--- src/utf8d_pkg.sv ---
`timescale 1ns / 1ps
package utf8d_pkg;

  localparam int CpW = 21;

  typedef enum logic [1:0] {
    ST_OK    = 2'd0,
    ST_END   = 2'd1,
    ST_CONT  = 2'd2,
    ST_START = 2'd3
  } status_t;

  localparam logic [7:0] ASCII_MAX  = 8'h7F;
  localparam logic [7:0] LEAD2_MAX  = 8'hDF;
  localparam logic [7:0] LEAD3_MAX  = 8'hEF;
  localparam logic [7:0] LEAD4_MAX  = 8'hF7;
  localparam logic [7:0] CONT_MASK  = 8'hC0;
  localparam logic [7:0] CONT_TAG   = 8'h80;
  localparam logic [7:0] LEAD2_BITS = 8'h1F;
  localparam logic [7:0] CONT_BITS  = 8'h3F;
  localparam logic [7:0] LEAD3_BITS = 8'h0F;
  localparam logic [7:0] LEAD4_BITS = 8'h07;

  // sequence state carried from byte to byte
  typedef struct packed {
    logic [1:0]     remaining;
    logic [CpW-1:0] acc;
    logic           bad_cont;
    logic           discarding;
  } seq_state_t;

  typedef struct packed {
    logic [CpW-1:0] code_point;
    status_t        status;
    logic           string_done;
  } result_t;

endpackage

--- src/utf8_code_point_decoder_unit.sv ---
`timescale 1ns / 1ps
// path: a byte accepted into the input register is decoded and its result
//   (if any) is loaded into the result register; throughput: one byte per cycle
//   while out_ready does not stall the result register (decode is combinational)
// reset: synchronous active-low rst_n empties both stages, clears the sequence
//   state and sets utf16_target to 0
module utf8_code_point_decoder_unit (
  input  logic                      clk,
  input  logic                      rst_n,
  input  logic                      cfg_we,
  input  logic                      cfg_wdata,
  input  logic                      in_valid,
  output logic                      in_ready,
  input  logic [7:0]                in_data_byte,
  input  logic                      in_last_byte,
  output logic                      out_valid,
  input  logic                      out_ready,
  output logic [utf8d_pkg::CpW-1:0] out_code_point,
  output utf8d_pkg::status_t        out_status,
  output logic                      out_string_done
);
  import utf8d_pkg::*;

  logic       utf16_r;
  logic       s1_vld_r;
  logic [7:0] s1_byte_r;
  logic       s1_last_r;
  seq_state_t st_r;
  seq_state_t st_nxt;
  logic       out_vld_r;
  result_t    res_r;
  result_t    res_nxt;
  logic       emit;
  logic       advance;

  assign advance  = s1_vld_r & (~out_vld_r | out_ready);
  assign in_ready = ~s1_vld_r | advance;

  utf8d_step u_step (
    .cur_state    (st_r),
    .data_byte    (s1_byte_r),
    .last_byte    (s1_last_r),
    .utf16_target (utf16_r),
    .nxt_state    (st_nxt),
    .emit         (emit),
    .result       (res_nxt)
  );

  always_ff @(posedge clk) begin
    if (!rst_n) begin
      utf16_r   <= 1'b0;
      s1_vld_r  <= 1'b0;
      out_vld_r <= 1'b0;
      st_r      <= '0;
    end else begin
      if (cfg_we) begin
        utf16_r <= cfg_wdata;
      end
      if (in_ready) begin
        s1_vld_r <= in_valid;
      end
      if (advance) begin
        st_r <= st_nxt;
      end
      // result register: load on a producing byte, drop once taken
      if (advance) begin
        out_vld_r <= emit;
      end else if (out_ready) begin
        out_vld_r <= 1'b0;
      end
    end
  end

  always_ff @(posedge clk) begin
    if (in_ready && in_valid) begin
      s1_byte_r <= in_data_byte;
      s1_last_r <= in_last_byte;
    end
    if (advance && emit) begin
      res_r <= res_nxt;
    end
  end

  assign out_valid       = out_vld_r;
  assign out_code_point  = res_r.code_point;
  assign out_status      = res_r.status;
  assign out_string_done = res_r.string_done;

endmodule

--- src/utf8d_step.sv ---
`timescale 1ns / 1ps
module utf8d_step (
  input  utf8d_pkg::seq_state_t cur_state,
  input  logic [7:0]            data_byte,
  input  logic                  last_byte,
  input  logic                  utf16_target,
  output utf8d_pkg::seq_state_t nxt_state,
  output logic                  emit,
  output utf8d_pkg::result_t    result
);
  import utf8d_pkg::*;

  logic           err;
  status_t        err_status;
  logic           bad_now;
  logic [CpW-1:0] acc_shift;
  logic [1:0]     rem_dec;

  assign bad_now   = cur_state.bad_cont | ((data_byte & CONT_MASK) != CONT_TAG);
  assign acc_shift = {cur_state.acc[CpW-7:0], data_byte[5:0] & CONT_BITS[5:0]};
  assign rem_dec   = cur_state.remaining - 2'd1;

  always_comb begin
    nxt_state          = cur_state;
    emit               = 1'b0;
    err                = 1'b0;
    err_status         = ST_OK;
    result.code_point  = '0;
    result.status      = ST_OK;
    result.string_done = last_byte;

    if (cur_state.discarding) begin
      if (last_byte) begin
        nxt_state = '0;
      end
    end else if (cur_state.remaining == 2'd0) begin
      nxt_state.bad_cont = 1'b0;
      unique case (data_byte) inside
        [8'h00:ASCII_MAX]: begin
          emit              = 1'b1;
          result.code_point = CpW'(data_byte);
        end
        [CONT_TAG:8'hBF]: begin
          err        = 1'b1;
          err_status = ST_START;
        end
        [8'hC0:LEAD2_MAX]: begin
          nxt_state.acc       = CpW'(data_byte & LEAD2_BITS);
          nxt_state.remaining = 2'd1;
        end
        [8'hE0:LEAD3_MAX]: begin
          nxt_state.acc       = CpW'(data_byte & LEAD3_BITS);
          nxt_state.remaining = 2'd2;
        end
        [8'hF0:LEAD4_MAX]: begin
          if (utf16_target) begin
            err        = 1'b1;
            err_status = ST_START;
          end else begin
            nxt_state.acc       = CpW'(data_byte & LEAD4_BITS);
            nxt_state.remaining = 2'd3;
          end
        end
        default: begin
          err        = 1'b1;
          err_status = ST_START;
        end
      endcase
      // multi-byte lead on the last byte of the string
      if (!emit && !err && last_byte) begin
        err        = 1'b1;
        err_status = ST_END;
      end
    end else begin
      nxt_state.bad_cont  = bad_now;
      nxt_state.acc       = acc_shift;
      nxt_state.remaining = rem_dec;
      if (rem_dec == 2'd0) begin
        if (bad_now) begin
          err        = 1'b1;
          err_status = ST_CONT;
        end else begin
          emit              = 1'b1;
          result.code_point = acc_shift;
          nxt_state         = '0;
        end
      end else if (last_byte) begin
        err        = 1'b1;
        err_status = ST_END;
      end
    end

    if (err) begin
      emit                 = 1'b1;
      result.code_point    = '0;
      result.status        = err_status;
      result.string_done   = 1'b1;
      nxt_state            = '0;
      nxt_state.discarding = ~last_byte;
    end
  end

endmodule

--- config.mk ---
export PLATFORM = sky130hd
export DESIGN_NAME = utf8_code_point_decoder_unit
export DESIGN_NICKNAME = d
export VERILOG_FILES = /design/src/utf8d_pkg.sv /design/src/utf8_code_point_decoder_unit.sv /design/src/utf8d_step.sv
export SDC_FILE = /design/constraint.sdc
export NUM_CORES = 1
export LEC_CHECK = 0
export BUFFER_PORTS_ARGS = -buffer_cell sky130_fd_sc_hd__buf_2
export CAP_MARGIN = 20
export CORE_ASPECT_RATIO = 0.8
export CORE_UTILIZATION = 45
export CTS_CLUSTER_SIZE = 25
export DETAILED_ROUTE_END_ITERATION = 12
export SLEW_MARGIN = 20
export SYNTH_ARGS = -nofsm -noshare
export SYNTH_HDL_FRONTEND = slang
export SYNTH_HIERARCHICAL = 1
export SYNTH_SLANG_ARGS = --single-unit
--- constraint.sdc ---
create_clock -name clk -period 4.25 [get_ports clk]
set_input_delay 0.6375 -clock clk [delete_from_list [all_inputs] [get_ports clk]]
set_output_delay 0.6375 -clock clk [all_outputs]
set_load 0.05 [all_outputs]
; After elaboration in Yosys (flattened, before gate mapping)
; Cells that the tools add are included.
[classes]
n_addsub = 1
magnitude_cmp = 8
eq_ne = 4
mux = 40
n_bitwise = 8
reduce_logical = 18
[op_table]
columns = op, n
row1 = two-way mux 25 bit, 5
row2 = case mux 23 bit (3 select lines), 1
row3 = two-way mux 21 bit, 3
row4 = ">= comparator 8 bit, second input constant", 3
row5 = "less-or-equal comparator 8 bit, second input constant", 3
row6 = two-way mux 24 bit, 1
row7 = two-way mux 23 bit, 1
row8 = two-way mux 1 bit, 21
row9 = two-way mux 2 bit, 5
row10 = ">= comparator 8 x 1 -> 1 bit, second input constant", 1
row11 = "less-or-equal comparator 8 x 7 -> 1 bit, second input constant", 1
row12 = logical AND 1 bit, 8
row13 = two-way mux 8 bit, 1
row14 = "inequality test 6 x 5 -> 1 bit, second input constant", 1
row15 = "inequality test 5 x 4 -> 1 bit, second input constant", 1
row16 = logical NOT 2 bit, 2
row17 = NOT 1 bit, 4
row18 = case mux 2 bit (2 select lines), 1
row19 = AND reduction 4 bit, 1
row20 = OR reduction 2 bit, 2
row21 = "inequality test 3 x 2 -> 1 bit, second input constant", 1
row22 = bitwise OR 1 bit, 3
row23 = OR reduction 3 bit, 1
row24 = logical NOT 1 bit, 2
row25 = 6 further kinds, 6
[word_totals]
reg_bits = 55
input_bits = 15
word_cells = 91

; Longest topological paths before layout
; Gate-level depths: netlist of the first run.
[logic_depth]
ltp_word = 14
depth_mapped = 11
mapped_depth_nobuf = 8

; Cells and area by module
; Netlist of the first run, hierarchy kept.
[by_module_without_submodules]
columns = mod, n_inst, cells_each, area_each_um2, seq_area_each_um2
row1 = utf8_code_point_decoder_unit, 1, 157, 2143.3, 1551.5
row2 = utf8d_step, 1, 153, 978.4, 0.0

; Worst setup path after synthesis of the first run
; OpenSTA, ideal clock, no wires.
[synth_path]
path_type = reg-to-reg
from = register st_r[23] (netlist bit)
to = register res_r, in the netlist out_code_point[0], enable pin
t_arrival_ps = 2465
setup_slack_ps = 1380
stages_incl_launch_ff = 10
path_buffers = 1
synth_period_minus_slack_ps = 2870
cell_sequence = dfxtp_1 > inv_1 > ha_1 > inv_1 > mux2_4 > o211a_1 > buf_6 > a21o_1 > nand2_1 > nor2_1
[synth_between]
elab_chain_len = 7
word_cells_on_any_way = 11
cone_classes = add/sub (1) / mux (7) / reduce/logical (3)
[synth_lines]
columns = item, line_no
row1 = "start, declared", utf8_code_point_decoder_unit.sv:28  ; seq_state_t st_r;
row2 = "start signal, assigned", utf8_code_point_decoder_unit.sv:63  ; st_r <= st_nxt;
row3 = subtractor 2 x 1 -> 2 bit, utf8d_step.sv:21  ; assign rem_dec = cur_state.remaining - 2'd1;
row4 = logical NOT 2 bit, utf8d_step.sv:78  ; if (rem_dec == 2'd0) begin
row5 = two-way mux 1 bit, utf8d_step.sv:78
row6 = two-way mux 1 bit, utf8d_step.sv:36  ; end else if (cur_state.remaining == 2'd0) begin
row7 = two-way mux 1 bit, utf8d_step.sv:32  ; if (cur_state.discarding) begin
row8 = two-way mux 1 bit *, utf8d_step.sv:93  ; if (err) begin
row9 = via emit, utf8_code_point_decoder_unit.sv:33  ; logic emit;
row10 = logical AND 1 bit *, utf8_code_point_decoder_unit.sv:79  ; if (advance && emit) begin
row11 = "end signal, assigned", utf8_code_point_decoder_unit.sv:80  ; res_r <= res_nxt;
row12 = "end, declared", utf8_code_point_decoder_unit.sv:31  ; result_t res_r;
; Mark *: on every way through the listed nets, which the timed path passes. The rest lies on a longest branch.
; A chain may end at the register's enable or synchronous reset.

; Worst setup path after layout of the first run
[layout_path]
from = register st_r[23] (netlist bit)
to = register res_r, in the netlist out_code_point[6], enable pin
; Same word-level chain as after synthesis.

==> results of run 1 <==
sequential cells by signal, summed over array words and instances, names as in the netlist:
name and count:
out_code_point 21, st_r 19, s1_byte_r 8, out_status 2, out_string_done 1, out_valid 1, s1_last_r 1, s1_vld_r 1
utf16_r 1
cell type report:
cell class	instances	area, sq um
clock buffers	6	72.6
clock inverters	2	12.5
fillers	571	2910
inverters	6	22.5
multi-input cells	183	1170
flip-flops and latches	55	1430
well taps	81	101
repair buffers	43	223
tightest hold or removal path: stages (launching register included):
cell	delay, ps
sky130_fd_sc_hd__dfxtp_1	330
sky130_fd_sc_hd__nand2_1	60
sky130_fd_sc_hd__mux2i_1	50
metrics by stage:
| stage | instances | cell area (sq um) | hold slack, ps | setup slack (ps) |
|---|---|---|---|---|
| 6_report | 376 | 3040 | 473 | 1140 |
| 3_5_place_dp | 368 | 2940 | 457 | 1140 |
| 2_1_floorplan | 268 | 2790 | 431 | 1380 |
| 3_3_place_gp | 368 | 2940 | 455 | 1240 |
| 5_1_grt | 376 | 3040 | 490 | 899 |
| 4_1_cts | 376 | 3030 | 473 | 1110 |
final timing paths:
kind / slack (ps) / from / end
max: 1140 / st_r[23]$_SDFFE_PN0P_ / out_code_point[6]$_DFFE_PP_
min: 470 / st_r[12]$_SDFFE_PN0P_ / st_r[12]$_SDFFE_PN0P_
min reg2reg: 470 / st_r[12]$_SDFFE_PN0P_ / st_r[12]$_SDFFE_PN0P_
max reg2reg: 1140 / st_r[23]$_SDFFE_PN0P_ / out_code_point[6]$_DFFE_PP_
power groups by stage:
stage	clock network [mW]	registers [mW]	logic, mW
after floorplan	0	0.637	0.0887
after global placement	0	0.608	0.134
after detailed placement	0	0.608	0.134
after CTS	0.289	0.596	0.134
after global routing	0.308	0.599	0.145
final	0.279	0.596	0.134
routing by layer:
layer / GRT usage / wire length [um] / vias up
met3: 0.0356 / 188 / 4
met2: 0.256 / 2320 / 43
met5: 0 / 0 / -
met1: 0.252 / 2690 / 892
met4: 0.0466 / 45 / 0
li1: - / - / 982
==> results_tabular.tex, run 1 <==
\begin{tabular}{lr}
\hline
Metric & Value \\
\hline
\multicolumn{2}{l}{\textbf{Die}} \\
\quad Boundary pin count & 41 \\
\quad Area enclosed by the die boundary & 6520 sq um \\
\quad Area of the core & 5940 sq um \\
\quad Effective utilization at floorplan & 0.470 \\
\quad Core Rows & 25 \\
\quad Chip height & 72.4 um \\
\quad Die Span X & 90.1 um \\
\multicolumn{2}{l}{\textbf{Yosys}} \\
\quad Average cell area after synthesis & 10.4 sq um \\
\quad Mapped Nets & 285 \\
\quad Mapped cell area & 2790 sq um \\
\quad Cell count after synthesis & 268 \\
\quad Yosys warning count & 6 \\
\multicolumn{2}{l}{\textbf{Worst setup path}} \\
\quad Cell type with the highest occurrence count on the critical path & sky130\_fd\_sc\_hd\_\_inv\_1 \\
\quad Buf+Inv Stages, Crit Path & 3 \\
\quad Worst Path Arrival & 3090 ps \\
\quad Critical Path End Type & flop \\
\quad Critical path class & flop to flop \\
\quad Critical Path Max Stage Delay & 780 ps \\
\quad Crit path max fanout & 24 \\
\quad R2R cell count & 9 \\
\quad Crit start category & flop \\
\quad Cell family with the largest share of critical-path delay & compound AO/OA/AOI/OAI gates \\
\quad Slowest CP cell & sky130\_fd\_sc\_hd\_\_o211a\_1 \\
\quad CP cell instances & inv\_1, ha\_1, inv\_1, mux2\_4, o211a\_1, a21o\_1, nand2\_1, nor2\_2, buf\_4 \\
\quad Data required, critical path & 4230 ps \\
\quad Total stage count of the critical path & 9 \\
\multicolumn{2}{l}{\textbf{Pwr}} \\
\quad Power per standard cell area & 332 nW/um\^{}2 \\
\quad Net switching power & 270 uW \\
\quad Clock network fraction of total power & 0.277 \\
\quad Overall power after layout & 1.01 mW \\
\quad Logic gate share of total power & 0.133 \\
\quad Leak pwr & 1.09 nW \\
\quad Max IR drop VDD & 0.000184 V \\
\quad Internal power summed over all cells & 739 uW \\
\quad Fraction of power consumed by sequential logic & 0.591 \\
\quad Proportion of total power due to net switching & 0.268 \\
\multicolumn{2}{l}{\textbf{Run}} \\
\quad Max cap viols & 0 \\
\multicolumn{2}{l}{\textbf{Final layout}} \\
\quad Commonest non-fill, non-tap cells in the layout & sky130\_fd\_sc\_hd\_\_nand2\_1, sky130\_fd\_sc\_hd\_\_buf\_2, sky130\_fd\_sc\_hd\_\_edfxtp\_1 \\
\quad Share of the core filled with cells & 0.511 \\
\quad Most common cell after layout, fill and taps aside & sky130\_fd\_sc\_hd\_\_nand2\_1 \\
\quad Layout-stage area growth over the synthesis result & 8.79\% \\
\quad Fraction of final layout cells sized beyond drive strength 1 & 0.241 \\
\quad Antenna cell count & 0 \\
\quad Final Net Count & 311 \\
\multicolumn{2}{l}{\textbf{STA}} \\
\quad Unrepaired setup endpoints after global routing & no \\
\quad Min Clock Period, post-route & 3110 ps \\
\quad Final setup violation count & 0 \\
\quad Fmax & 321 MHz \\
\quad Number of slew-limit violations in the final report & 0 \\
\quad Final setup skew & 4.64 ps \\
\quad Slew at the pin closest to its max-slew limit & 942 ps \\
\quad Worst-case headroom to the max-slew limit & 0.372 \\
\quad Setup TNS after final layout & 0 ps \\
\quad Final hold violation count & 0 \\
\quad Share of the clock period used by the worst path after layout & 0.732 \\
\multicolumn{2}{l}{\textbf{Route}} \\
\quad Residual antenna-violating net count after detailed routing & 0 \\
\quad Mean routed wirelength per cell & 13.9 um \\
\quad Length of the first detailed-routing pass in iterations & 4 \\
\quad Avg Vias per Cell & 5.11 \\
\quad Drt initial violations & 136 \\
\quad Via count & 1921 \\
\quad Aggregate routed wire length & 5.24 mm \\
\quad DRC violations left & 0 \\
\multicolumn{2}{l}{\textbf{GRT}} \\
\quad Pin count of the biggest net entering global routing & 42 \\
\quad Antenna violations before repair & 0 \\
\quad Global-route wire length before repair & 8.80 mm \\
\quad Via count of the first global-routing pass & 1756 \\
\quad Overall fraction of global-route tracks in use & 0.171 \\
\quad Final global-route overflow total & 0 \\
\multicolumn{2}{l}{\textbf{Clock tree}} \\
\quad \# clock sinks & 55 \\
\quad Number of CTS-inserted buffers & 5 \\
\quad Post-cts sizing count & 0 \\
\quad Clock root buffer & sky130\_fd\_sc\_hd\_\_clkbuf\_8 \\
\quad Insertion delay of the later-clocked pin in the worst-skew pair & 300 ps \\
\quad TritonCTS clock tree & yes \\
\quad Max clock buf depth & 2 \\
\quad Setup fix buffers added after clock tree synthesis & 0 \\
\quad Maximum level of the CTS H-tree & 2 \\
\quad Cts hold-fix bufs & 0 \\
\quad Worst-path clk slew & 90 ps \\
\multicolumn{2}{l}{\textbf{Placed design}} \\
\quad Last weighted congestion value of the routability-driven placer & 0.854 \\
\quad Count of input and output buffers & 40 \\
\quad Hpwl dp & 3.53 mm \\
\multicolumn{2}{l}{\textbf{Worst hold path}} \\
\quad Number of instances on the worst hold path & 2 \\
\quad Worst min-delay path category & flop to flop \\
\multicolumn{2}{l}{\textbf{Status}} \\
\quad Status & complete, no violations \\
\hline
\end{tabular}
Note: power is estimated with default switching activity, not from simulation.
==> run 2, diff against run 1 <==
==> constraint.sdc (replaced) <==
create_clock -name clk -period 3.2 [get_ports clk]
set_input_delay 0.48 -clock clk [delete_from_list [all_inputs] [get_ports clk]]
set_output_delay 0.48 -clock clk [all_outputs]
set_load 0.05 [all_outputs]
==> run 2 against run 1 <==
Against the previous run: combinational power up 37%; global-route usage up 0.90 points; cell area up 1.1%; first-iteration DRC count up 5.1%; cell count up 1.1%; via count up 2.7%; worst setup slack worse by 470 ps; clock-buffer cell count down 1; critical endpoint is now out_code_point[9]$_DFFE_PP_.
==> results_tabular.tex, run 2 (synthesis results as in run 1) <==
\begin{tabular}{lr}
\hline
Metric & Value \\
\hline
\multicolumn{2}{l}{\textbf{Pwr}} \\
\quad Power per standard cell area & 452 nW/um\^{}2 (+36\%) \\
\quad Leak pwr & 1.12 nW (+2.3\%) \\
\quad Max IR drop VDD & 0.000245 V (+33\%) \\
\quad Overall power after layout & 1.39 mW (+38\%) \\
\multicolumn{2}{l}{\textbf{Placed design}} \\
\quad Hpwl dp & 3.68 mm (+4.2\%) \\
\quad Count of input and output buffers & 40 (unchanged) \\
\quad Last weighted congestion value of the routability-driven placer & 0.850 (-0.57\%) \\
\quad Cell count after placement & 372 (+1.1\%) \\
\quad Worst setup timing slack at the placement stage & 697 ps (-440 ps) \\
\multicolumn{2}{l}{\textbf{STA}} \\
\quad Fmax & 394 MHz (+23\%) \\
\quad Number of slew-limit violations in the final report & 0 (unchanged) \\
\quad Final critical-path setup slack & 664 ps (-473 ps) \\
\quad Worst-case headroom to the max-slew limit & 0.550 (+0.178) \\
\quad Unrepaired setup endpoints after global routing & no \\
\quad Slew at the pin closest to its max-slew limit & 675 ps (-267 ps) \\
\quad Final setup violation count & 0 (unchanged) \\
\quad Setup TNS after final layout & 0 ps (unchanged) \\
\quad Final hold violation count & 0 (unchanged) \\
\quad Min Clock Period, post-route & 2540 ps (-577 ps) \\
\quad Final setup skew & 9.71 ps (+5.07 ps) \\
\quad Share of the clock period used by the worst path after layout & 0.792 (+0.0601) \\
\multicolumn{2}{l}{\textbf{Route}} \\
\quad Mean routed wirelength per cell & 14.4 um (+3.5\%) \\
\quad Drt initial violations & 143 (+5.1\%) \\
\quad Length of the first detailed-routing pass in iterations & 4 (unchanged) \\
\quad Avg Vias per Cell & 5.19 (+1.6\%) \\
\quad Via count & 1973 (+2.7\%) \\
\quad Aggregate routed wire length & 5.49 mm (+4.6\%) \\
\quad Residual antenna-violating net count after detailed routing & 0 (unchanged) \\
\quad DRC violations left & 0 (unchanged) \\
\multicolumn{2}{l}{\textbf{Final layout}} \\
\quad Layout-stage area growth over the synthesis result & 9.95\% \\
\quad Flip-flop count of the largest register, all copies and words added & 21 (unchanged) \\
\quad Filler instances & 570 (-0.18\%) \\
\quad Final Net Count & 315 (+1.3\%) \\
\quad Antenna cell count & 0 (unchanged) \\
\quad Share of the core filled with cells & 0.516 (+0.00547) \\
\quad Commonest non-fill, non-tap cells in the layout & sky130\_fd\_sc\_hd\_\_nand2\_1, sky130\_fd\_sc\_hd\_\_buf\_2, sky130\_fd\_sc\_hd\_\_edfxtp\_1 \\
\quad Fraction of final layout cells sized beyond drive strength 1 & 0.247 (+0.00681) \\
\quad Most common cell after layout, fill and taps aside & sky130\_fd\_sc\_hd\_\_nand2\_1 \\
\quad Final non-filler cell total & 380 (+1.1\%) \\
\multicolumn{2}{l}{\textbf{Clock tree}} \\
\quad Maximum level of the CTS H-tree & 2 (unchanged) \\
\quad Insertion delay of the later-clocked pin in the worst-skew pair & 310 ps (about the same) \\
\quad Post-cts sizing count & 0 (unchanged) \\
\quad \# clock sinks & 55 (unchanged) \\
\quad Max clock buf depth & 2 (unchanged) \\
\quad Cts hold-fix bufs & 0 (unchanged) \\
\quad TritonCTS clock tree & yes \\
\quad Worst-path clk slew & 110 ps (+20 ps) \\
\quad Setup fix buffers added after clock tree synthesis & 0 (unchanged) \\
\quad Clock root buffer & sky130\_fd\_sc\_hd\_\_clkbuf\_8 \\
\quad Number of CTS-inserted buffers & 5 (unchanged) \\
\multicolumn{2}{l}{\textbf{Run}} \\
\quad Max cap viols & 0 (unchanged) \\
\multicolumn{2}{l}{\textbf{Die}} \\
\quad Core Rows & 25 (unchanged) \\
\quad Boundary pin count & 41 (unchanged) \\
\quad Chip height & 72.4 um (unchanged) \\
\quad Die Span X & 90.1 um (unchanged) \\
\quad Area enclosed by the die boundary & 6520 sq um (unchanged) \\
\quad Effective utilization at floorplan & 0.470 (unchanged) \\
\quad Area of the core & 5940 sq um (unchanged) \\
\multicolumn{2}{l}{\textbf{Worst setup path}} \\
\quad Critical Path End Type & flop \\
\quad Crit path max fanout & 17 (-29\%) \\
\quad Worst setup path startpoint & st\_r[23]\$\_SDFFE\_PN0P\_ \\
\quad Data required, critical path & 3210 ps (-1020 ps) \\
\quad CP cell instances & inv\_1, ha\_1, inv\_1, mux2i\_1, a21o\_1, nand2\_1, nor2\_2, buf\_4 \\
\quad Critical Path Max Stage Delay & 460 ps (-320 ps) \\
\quad Beginning of the worst register-to-register path & st\_r[23]\$\_SDFFE\_PN0P\_ \\
\quad Cell type with the highest occurrence count on the critical path & sky130\_fd\_sc\_hd\_\_inv\_1 \\
\quad Worst Path Arrival & 2550 ps (-540 ps) \\
\quad Slowest CP cell & sky130\_fd\_sc\_hd\_\_mux2i\_1 \\
\quad Critical path class & flop to flop \\
\quad Crit start category & flop \\
\multicolumn{2}{l}{\textbf{Status}} \\
\quad Status & complete, no violations \\
\multicolumn{2}{l}{\textbf{GRT}} \\
\quad Global-route wire length before repair & 9.23 mm (+4.8\%) \\
\quad Via count of the first global-routing pass & 1777 (+1.2\%) \\
\quad Pin count of the biggest net entering global routing & 42 (unchanged) \\
\quad Final global-route overflow total & 0 (unchanged) \\
\quad Overall fraction of global-route tracks in use & 0.180 (+0.00899) \\
\quad Antenna violations before repair & 0 (unchanged) \\
\multicolumn{2}{l}{\textbf{Worst hold path}} \\
\quad Worst min-delay path category & input pin to flop \\
\quad Startpoint of the most critical hold path & in\_data\_byte[2] \\
\hline
\end{tabular}
run 2: worst paths after layout:
kind / slack (ps) / end / depth (start not counted)
setup / recovery: 660 / out_code_point[9]$_DFFE_PP_ / 8
hold / removal: 330 / s1_byte_r[2]$_DFFE_PP_ / 1
setup reg to reg: 660 / out_code_point[9]$_DFFE_PP_ / 8
hold reg to reg: 470 / st_r[12]$_SDFFE_PN0P_ / 2
run 2: per-layer routing:
layer | share of wire | vias to the layer above | GRT usage
met5 | 0 | - | 0
met4 | 0.0060 | 0 | 0.0430
met2 | 0.44 | 46 | 0.269
li1 | - | 992 | -
met3 | 0.052 | 5 | 0.0314
met1 | 0.50 | 930 | 0.272
run 2: through the flow:
stage,hold slack [ps],cell area (sq um)
after global routing,309,3070
after floorplan,431,2790
after detailed placement,462,2970
after global placement,459,2970
after CTS,326,3070
final,333,3070
run 2: critical path, delay by kind of cell (launching register included):
| kind | cells | cell delay [ps] |
|---|---|---|
| AOI/OAI and AO/OA | 1 | 200 |
| adders and majority gates | 1 | 350 |
| buffers and inverters | 3 | 610 |
| DFF | 1 | 440 |
| muxes | 1 | 460 |
| and+or+nand+nor | 2 | 160 |
run 2: report_power, final:
group	internal (mW)	switching, mW
Combinational	0.0569	0.126
Sequential	0.775	0.0183
Clock	0.163	0.249
run 2: final cells by class:
| type | instances | area [sq um] | share of cell area |
|---|---|---|---|
| clock buffers | 5 | 68.8 | 0.0224 |
| inverters | 6 | 22.5 | 0.00734 |
| flip-flops and latches | 55 | 1430 | 0.466 |
| well taps | 81 | 101 | 0.0330 |
| clock inverters | 3 | 27.5 | 0.00897 |
| repair buffers | 47 | 253 | 0.0823 |
| multi-input cells | 183 | 1160 | 0.380 |
